## config.mk

```make
export PLATFORM = sky130hd
export DESIGN_NAME = morse_character_keyer_core
export DESIGN_NICKNAME = d
export VERILOG_FILES = /design/src/mck_pkg.sv /design/src/mck_dur_mul.sv /design/src/morse_character_keyer_core.sv
export SDC_FILE = /design/constraint.sdc
export NUM_CORES = 1
export LEC_CHECK = 0
export ABC_AREA = 0
export BUFFER_PORTS_ARGS = -buffer_cell sky130_fd_sc_hd__buf_2
export CAP_MARGIN = 20
export CORE_MARGIN = 10
export CORE_UTILIZATION = 65
export CTS_BUF_LIST = sky130_fd_sc_hd__clkbuf_16
export CTS_CLUSTER_SIZE = 12
export DETAILED_ROUTE_END_ITERATION = 10
export PLACE_DENSITY = 0.85
export SLEW_MARGIN = 5
export SYNTH_ARGS = -nofsm -noshare
export SYNTH_HDL_FRONTEND = slang
export SYNTH_SLANG_ARGS = --single-unit
```

## constraint.sdc

```tcl
create_clock -name clk -period 8.2 [get_ports clk]
set_input_delay 2.05 -clock clk [delete_from_list [all_inputs] [get_ports clk]]
set_output_delay 2.05 -clock clk [all_outputs]
set_load 0.005 [all_outputs]
```

## src/mck_pkg.sv

```systemverilog
`timescale 1ns / 1ps
// mck_pkg: shared types, constants and the Morse code table for the character keyer.
// No dependencies.
package mck_pkg;

  localparam int MAX_ELEMENTS = 5;
  localparam int CODE_W       = 5;
  localparam int ELEM_W       = $clog2(MAX_ELEMENTS + 1);
  localparam int ELEM_IDX_W   = $clog2(MAX_ELEMENTS);

  localparam int BASE_W  = 16;
  localparam int FACT_W  = 4;
  localparam int DUR_W   = BASE_W + FACT_W;
  localparam int CHAR_W  = 8;
  localparam int INDEX_W = 2;
  localparam int TDATA_W = ((DUR_W + 1 + 7) / 8) * 8;

  localparam logic [INDEX_W-1:0] REG_BASE_DURATION = 2'd0;
  localparam logic [INDEX_W-1:0] REG_DASH_UNITS    = 2'd1;
  localparam logic [INDEX_W-1:0] REG_WORD_UNITS    = 2'd2;

  localparam logic [BASE_W-1:0] BASE_RESET  = 16'd500;
  localparam logic [FACT_W-1:0] SHORT_RESET = 4'd3;
  localparam logic [FACT_W-1:0] LONG_RESET  = 4'd7;

  typedef enum logic [1:0] {
    CH_DROP   = 2'd0,
    CH_SPACE  = 2'd1,
    CH_SYMBOL = 2'd2
  } char_kind_t;

  typedef struct packed {
    char_kind_t              kind;
    logic [ELEM_W-1:0]       len;
    logic [MAX_ELEMENTS-1:0] pat;   // bit i set: element i is a dash
  } morse_code_t;

  typedef enum logic [2:0] {
    ST_IDLE  = 3'b001,
    ST_ISSUE = 3'b010,
    ST_EMIT  = 3'b100
  } seq_state_t;

  function automatic morse_code_t morse_lookup(input logic [CHAR_W-1:0] c);
    logic [CHAR_W-1:0] fold;
    logic [CODE_W-1:0] code;
    logic [2:0]        n;
    morse_code_t       r;
    fold = (c >= "a" && c <= "z") ? c - 8'd32 : c;
    code = '0;
    n    = '0;
    r.kind = CH_SYMBOL;
    case (fold)
      "A": begin code = 5'b00010; n = 3'd2; end
      "B": begin code = 5'b00001; n = 3'd4; end
      "C": begin code = 5'b00101; n = 3'd4; end
      "D": begin code = 5'b00001; n = 3'd3; end
      "E": begin code = 5'b00000; n = 3'd1; end
      "F": begin code = 5'b00100; n = 3'd4; end
      "G": begin code = 5'b00011; n = 3'd3; end
      "H": begin code = 5'b00000; n = 3'd4; end
      "I": begin code = 5'b00000; n = 3'd2; end
      "J": begin code = 5'b01110; n = 3'd4; end
      "K": begin code = 5'b00101; n = 3'd3; end
      "L": begin code = 5'b00010; n = 3'd4; end
      "M": begin code = 5'b00011; n = 3'd2; end
      "N": begin code = 5'b00001; n = 3'd2; end
      "O": begin code = 5'b00111; n = 3'd3; end
      "P": begin code = 5'b00110; n = 3'd4; end
      "Q": begin code = 5'b01011; n = 3'd4; end
      "R": begin code = 5'b00010; n = 3'd3; end
      "S": begin code = 5'b00000; n = 3'd3; end
      "T": begin code = 5'b00001; n = 3'd1; end
      "U": begin code = 5'b00100; n = 3'd3; end
      "V": begin code = 5'b01000; n = 3'd4; end
      "W": begin code = 5'b00110; n = 3'd3; end
      "X": begin code = 5'b01001; n = 3'd4; end
      "Y": begin code = 5'b01101; n = 3'd4; end
      "Z": begin code = 5'b00011; n = 3'd4; end
      "0": begin code = 5'b11111; n = 3'd5; end
      "1": begin code = 5'b11110; n = 3'd5; end
      "2": begin code = 5'b11100; n = 3'd5; end
      "3": begin code = 5'b11000; n = 3'd5; end
      "4": begin code = 5'b10000; n = 3'd5; end
      "5": begin code = 5'b00000; n = 3'd5; end
      "6": begin code = 5'b00001; n = 3'd5; end
      "7": begin code = 5'b00011; n = 3'd5; end
      "8": begin code = 5'b00111; n = 3'd5; end
      "9": begin code = 5'b01111; n = 3'd5; end
      " ": r.kind = CH_SPACE;
      default: r.kind = CH_DROP;
    endcase
    r.pat = MAX_ELEMENTS'(code);
    r.len = (int'(n) > MAX_ELEMENTS) ? ELEM_W'(MAX_ELEMENTS) : ELEM_W'(n);
    return r;
  endfunction

endpackage

```

## src/mck_dur_mul.sv

```systemverilog
`timescale 1ns / 1ps
// mck_dur_mul: shared registered multiplier, unit count times base duration.
// Depends on mck_pkg.
module mck_dur_mul
  import mck_pkg::*;
(
  input  logic              clk,
  input  logic              en,
  input  logic [FACT_W-1:0] units,
  input  logic [BASE_W-1:0] base,
  output logic [DUR_W-1:0]  product
);

  always_ff @(posedge clk) begin
    if (en) begin
      product <= {{BASE_W{1'b0}}, units} * {{FACT_W{1'b0}}, base};
    end
  end

endmodule

```

## src/morse_character_keyer_core.sv

```systemverilog
`timescale 1ns / 1ps
// morse_character_keyer_core: top level, turns one character into timed light segments.
// Depends on mck_pkg and mck_dur_mul.
//
//  channel  | direction | tdata / payload                  | side band
//  s_*      | in        | [7:0] character                  | -
//  m_*      | out       | [0] light_on, [20:1] duration    | tlast = last_of_char
//  cfg_*    | in        | cfg_index, cfg_data              | -
//
// Each segment passes through the shared multiplier in an issue step and an emit step;
// a letter or digit of n elements gives 2n+1 segments, a space one, others none.
// Output stalls hold the sequencer in its emit step; s_tready is low meanwhile.
// Reset (rst, synchronous) restores the default registers and empties the output.
module morse_character_keyer_core
  import mck_pkg::*;
(
  input  logic               clk,
  input  logic               rst,
  input  logic               s_tvalid,
  output logic               s_tready,
  input  logic [CHAR_W-1:0]  s_tdata,   // [7:0] character
  output logic               m_tvalid,
  input  logic               m_tready,
  output logic [TDATA_W-1:0] m_tdata,   // [0] light_on, [20:1] duration, rest zero
  output logic               m_tlast,
  input  logic               cfg_valid,
  output logic               cfg_ready,
  input  logic [INDEX_W-1:0] cfg_index,
  input  logic [BASE_W-1:0]  cfg_data
);

  logic [BASE_W-1:0] base_duration;
  logic [FACT_W-1:0] dash_units;
  logic [FACT_W-1:0] word_units;

  seq_state_t              state, state_next;
  morse_code_t             cur;
  logic [ELEM_W-1:0]       elem;
  logic                    phase;   // 0: lit element next, 1: its trailing dark unit
  logic                    pend_lit;
  logic                    pend_last;
  logic [FACT_W-1:0]       units;
  logic                    seg_lit;
  logic                    seg_last;
  logic                    out_free;
  logic [DUR_W-1:0]        product;
  morse_code_t             lookup;

  assign cfg_ready = 1'b1;
  assign s_tready  = (state == ST_IDLE);
  assign out_free  = !m_tvalid || m_tready;
  assign lookup    = morse_lookup(s_tdata);

  always_ff @(posedge clk) begin
    if (rst) begin
      base_duration <= BASE_RESET;
      dash_units    <= SHORT_RESET;
      word_units    <= LONG_RESET;
    end else if (cfg_valid && cfg_ready) begin
      case (cfg_index)
        REG_BASE_DURATION: base_duration <= cfg_data;
        REG_DASH_UNITS:    dash_units    <= cfg_data[FACT_W-1:0];
        REG_WORD_UNITS:    word_units    <= cfg_data[FACT_W-1:0];
        default: ;
      endcase
    end
  end

  // segment selection
  always_comb begin
    seg_last = 1'b0;
    seg_lit  = 1'b0;
    units    = FACT_W'(1);
    if (cur.kind == CH_SPACE) begin
      seg_last = 1'b1;
      units    = word_units;
    end else if (elem == cur.len) begin
      seg_last = 1'b1;
      units    = dash_units;
    end else if (!phase) begin
      seg_lit = 1'b1;
      units   = cur.pat[elem[ELEM_IDX_W-1:0]] ? dash_units : FACT_W'(1);
    end
  end

  mck_dur_mul u_mul (
    .clk     (clk),
    .en      (state == ST_ISSUE),
    .units   (units),
    .base    (base_duration),
    .product (product)
  );

  always_comb begin
    state_next = state;
    case (state)
      ST_IDLE: begin
        if (s_tvalid && lookup.kind != CH_DROP) begin
          state_next = ST_ISSUE;
        end
      end
      ST_ISSUE: state_next = ST_EMIT;
      ST_EMIT: begin
        if (out_free) begin
          state_next = pend_last ? ST_IDLE : ST_ISSUE;
        end
      end
      default: state_next = ST_IDLE;
    endcase
  end

  always_ff @(posedge clk) begin
    if (rst) begin
      state    <= ST_IDLE;
      m_tvalid <= 1'b0;
    end else begin
      state <= state_next;
      if (state == ST_EMIT && out_free) begin
        m_tvalid <= 1'b1;
      end else if (m_tready) begin
        m_tvalid <= 1'b0;
      end
    end
  end

  always_ff @(posedge clk) begin
    if (s_tvalid && s_tready) begin
      cur   <= lookup;
      elem  <= '0;
      phase <= 1'b0;
    end
    if (state == ST_ISSUE) begin
      pend_lit  <= seg_lit;
      pend_last <= seg_last;
      if (phase) begin
        elem <= elem + ELEM_W'(1);
      end
      phase <= seg_lit;
    end
    if (state == ST_EMIT && out_free) begin
      m_tdata <= TDATA_W'({product, pend_lit});
      m_tlast <= pend_last;
    end
  end

endmodule

```

==> out/results.env <==
MIN_PERIOD_NS=5.65
DETAILEDPLACE.WORSTSLACK_NS=2.82
CTS_REPAIR_RESIZE_COUNT=0
COREAREA_UM2=8760
SYNTH.TOP_CELLS.BY_AREA='sky130_fd_sc_hd__edfxtp_1 (28%), sky130_fd_sc_hd__dfxtp_1 (11%), sky130_fd_sc_hd__fa_1 (9.6%)'
POWER.IR.VDD_WORST_mV=0.115
TOTAL_LEAKAGE_POWER_nW=2.76
SYNTH_ENABLE_FLOP_CELLS=55
WL_PER_CELL_UM=15.9
SEQ_AREA_FRAC_SYNTH_PCT=38.7
TIMING_HOLD_VIOLATIONS_FINAL=0
REMAINING_DRC_ERRORS=0
CLOCK_PATH_BUFFERS=2
HPWL_UM=9390
PLACED_CELLS_INCL_TAPS=761
SYNTH_COMPOUND_GATE_AREA_SHARE_PCT=13.3
POSTCTSSETUPREPAIRBUFS=0
IO_PINS=59
POSTROUTEWIRELENGTH_UM=12400
SYNTH.TOP_CELL.AREA_SHARE_PCT=28.2
SETUP_WS_NS=2.55
DIEWIDTH_UM=115
POSTLAYOUTCOREUTIL_PCT=73.6
GRT_PASS1_VIAS=4389
WORSTPATHREQUIRED_NS=8.39
GLOBALROUTEOVERFLOWTOTAL=0
CP_DATA_ARRIVAL_TIME_NS=5.84
ADDER_CELL_FRACTION_OF_SYNTH_AREA_PCT=15.1
CLOCK-SINKS=86
RSZ0062_AT_GRT='false'
YS_TYPES=66
CRIT_FANOUT=16
TOT_GR_TRACK_USE_PCT=19.0
SYNTH-MAIN-FF-CELL='sky130_fd_sc_hd__edfxtp_1'
MEAN_POST_SYNTH_CELL_AREA_UM2=9.49
TIMING_WORST_SLEW_PIN_VALUE_NS=1.29
DRIVE_GT1_SHARE_PCT=13.6
POWER-PER-CELL-AREA_nW_PER_UM2=190
DIE_H_UM=115
ENDPOINT_KIND='register'
SETUP_VIOL=0
YS_FF_LATCH=86
DRT-PASS1-ITER-COUNT=5
SYNTH_MUX_AREA_SHARE_PCT=1.43
FINAL_MIN_PERIOD_OVER_CLOCK_PERIOD_PCT=68.9
TRITONCTS='yes'
FIRST_PASS_GRT_WIRE_LENGTH_UM=20900
ANTENNA_FOUND_INITIAL=0
CRITPATHKIND='register to register'
ROUTE.DETAILED.VIAS_PER_INST=5.79
MAXSLEWHEADROOM_PCT=14.3
ROWS=34
WORST_SETUP_PATH_START_KIND='register'
YOSYSTOPAREACELL='sky130_fd_sc_hd__edfxtp_1'
DESIGN.DIE.AREA_UM2=13200
TIMING.MAX_CAP.VIOLATIONS=0
CTS_ROOT_BUFFER='sky130_fd_sc_hd__clkbuf_16'
FIN_AREA_UM2=6450
RRSETUPSLACK_NS=2.55
GRT_MAX_DEGREE=28
SYNTH_TOP_FAMILY_BY_AREA='simple AND/OR/NAND/NOR gates'
STDCELL_COUNT=778
AREA_POST_PLACEMENT_UM2=6160
TOTAL_POWER_mW=1.22
RUN_STATUS='complete, no violations'
FINALMAXSLEWVIOLATIONS=0
YOSYS_WARNINGS=0
DESIGN.FINAL.NETS=750
SYNTH_AREA_UM2=5870
CLOCK_SKEW_NS=0.00992
CLOCK_LATENCY_REPORTED_FOR_THE_LATE_SIDE_OF_THE_WORST_SKEW_PAIR_NS=0.34
CTS_MAX_LEVEL=3
MAX_FREQ_GHz=0.177
TIMING.SETUP.TNS_NS=0
DRTANTENNAVIOLNETS=0
SYN-INSTANCE-COUNT=618
LAYOUT-AREA-OVERHEAD-VS-SYNTH_PCT=9.92
POSTSYNTH.ASYNCRESETSHARE_PCT=0
PORT_BUFFERS=54
SYNTHSIMPLEGATEAREAFRAC_PCT=21.6
DRT_ITER0_MARKERS=379
SYNTH-XOR-AREA-SHARE_PCT=2.84
POSTCTSHOLDBUFS=0
TOTAL_CLOCK_BUFFERS_CREATED_BY_CTS=9
FIN_HOLD_WS_NS=0.410
CLOCK_TRANSITION_AT_THE_REGISTER_CLOCK_PINS_ON_THE_WORST_SETUP_AND_HOLD_PATHS_AFTER_CTS_NS=0.07
ANTENNA_CELLS=0
START_UTIL_PCT=66.9
PLACE.GP.CONGESTION=0.882
HOLD_CLASS='register to register'
DETAILROUTE.VIA_COUNT=4501
[synthesized netlist by cell type, types with 5 or more instances]
library cell	count
sky130_fd_sc_hd__mux2i_1	5
sky130_fd_sc_hd__fa_1	28
sky130_fd_sc_hd__o211ai_1	5
sky130_fd_sc_hd__clkbuf_1	12
sky130_fd_sc_hd__dfxtp_1	31
sky130_fd_sc_hd__a21oi_1	30
sky130_fd_sc_hd__nand2b_1	16
sky130_fd_sc_hd__and2_1	7
sky130_fd_sc_hd__nand2_1	72
sky130_fd_sc_hd__nor3_1	12
sky130_fd_sc_hd__buf_6	5
sky130_fd_sc_hd__nand3b_1	11
sky130_fd_sc_hd__edfxtp_1	55
sky130_fd_sc_hd__inv_1	66
sky130_fd_sc_hd__xnor2_1	15
sky130_fd_sc_hd__nand3_1	10
sky130_fd_sc_hd__a211o_1	7
sky130_fd_sc_hd__buf_4	5
sky130_fd_sc_hd__o21ai_0	22
sky130_fd_sc_hd__nor2b_1	46
sky130_fd_sc_hd__and3_1	7
sky130_fd_sc_hd__a21o_1	5
sky130_fd_sc_hd__ha_1	26
sky130_fd_sc_hd__nor2_1	44
[layer usage]
layer	vias to the layer above	share of wire, %	GRT usage [%]
met5	-	0	0
met4	0	1.0	4.70
met3	14	5.1	3.96
met2	123	45	28.8
met1	2157	49	27.1
li1	2207	-	-
[where the power goes]
part,internal (mW),switching (mW)
Sequential,0.489,0.0108
Combinational,0.140,0.203
Clock,0.209,0.171
Total,0.838,0.385
[worst paths after layout]
check / startpoint / end / cells past startpoint
setup reg to reg: elem[0] / u_mul.product[18] / 18
setup / recovery: elem[0] / u_mul.product[18] / 18
hold reg to reg: u_mul.product[12] / m_tdata[13] / 0
hold / removal: u_mul.product[12] / m_tdata[13] / 0
[kinds of logic after synthesis]
kind of cell,after synthesis
simple gates,245
compound gates,114
buf+inv,91
flops,86
fa+ha+maj,54
xor+xnor,19
mux,7
other cells,2
[final cells by class]
class | instances | area (µm²)
Fill cell | 585 | 2320
Timing Repair Buffer | 59 | 305
Inverter | 66 | 248
Tap cell | 108 | 135
Multi-Input combinational cell | 443 | 3210
Clock inverter | 7 | 53.8
Clock buffer | 9 | 225
Sequential cell | 86 | 2270
[layout by cell type, fill, tap and decap left out, types with 7 or more instances in the layout]
cell type,count
sky130_fd_sc_hd__ha_1,26
sky130_fd_sc_hd__xnor2_1,15
sky130_fd_sc_hd__clkbuf_16,9
sky130_fd_sc_hd__nor2b_1,46
sky130_fd_sc_hd__dfxtp_1,31
sky130_fd_sc_hd__buf_2,55
sky130_fd_sc_hd__nand3_1,10
sky130_fd_sc_hd__fa_1,28
sky130_fd_sc_hd__edfxtp_1,55
sky130_fd_sc_hd__nor3_1,12
sky130_fd_sc_hd__nand3b_1,11
sky130_fd_sc_hd__nor2_1,43
sky130_fd_sc_hd__a21oi_1,30
sky130_fd_sc_hd__a211o_1,7
sky130_fd_sc_hd__and3_1,7
sky130_fd_sc_hd__nand2_1,72
sky130_fd_sc_hd__nand2b_1,16
sky130_fd_sc_hd__and2_1,7
sky130_fd_sc_hd__inv_1,66
sky130_fd_sc_hd__o21ai_0,22
[flip-flops by register name (all words and copies together) (netlist names)]
name,flops
u_mul.product,20
pend_last,1
elem,3
word_units,4
m_tvalid,1
base_duration,16
m_tdata,21
pend_lit,1
dash_units,4
state,3
phase,1
cur,10
m_tlast,1
[critical path, cell delays in order, from the launching register on]
cell	delay, ns
sky130_fd_sc_hd__dfxtp_1	0.45
sky130_fd_sc_hd__mux4_2	0.52
sky130_fd_sc_hd__mux2i_1	0.15
sky130_fd_sc_hd__o21a_1	0.15
sky130_fd_sc_hd__nor2_1	0.08
sky130_fd_sc_hd__a22oi_1	0.96
sky130_fd_sc_hd__nor2b_1	0.18
sky130_fd_sc_hd__fa_1	0.59
sky130_fd_sc_hd__inv_1	0.06
sky130_fd_sc_hd__fa_1	0.52
sky130_fd_sc_hd__inv_1	0.04
sky130_fd_sc_hd__ha_1	0.34
sky130_fd_sc_hd__nor2b_1	0.15
sky130_fd_sc_hd__o21ai_0	0.28
sky130_fd_sc_hd__a21oi_1	0.18
sky130_fd_sc_hd__o211ai_1	0.31
sky130_fd_sc_hd__nand3_1	0.15
sky130_fd_sc_hd__a211o_1	0.29
sky130_fd_sc_hd__o211ai_1	0.08
(Power assumes the default switching activity.)
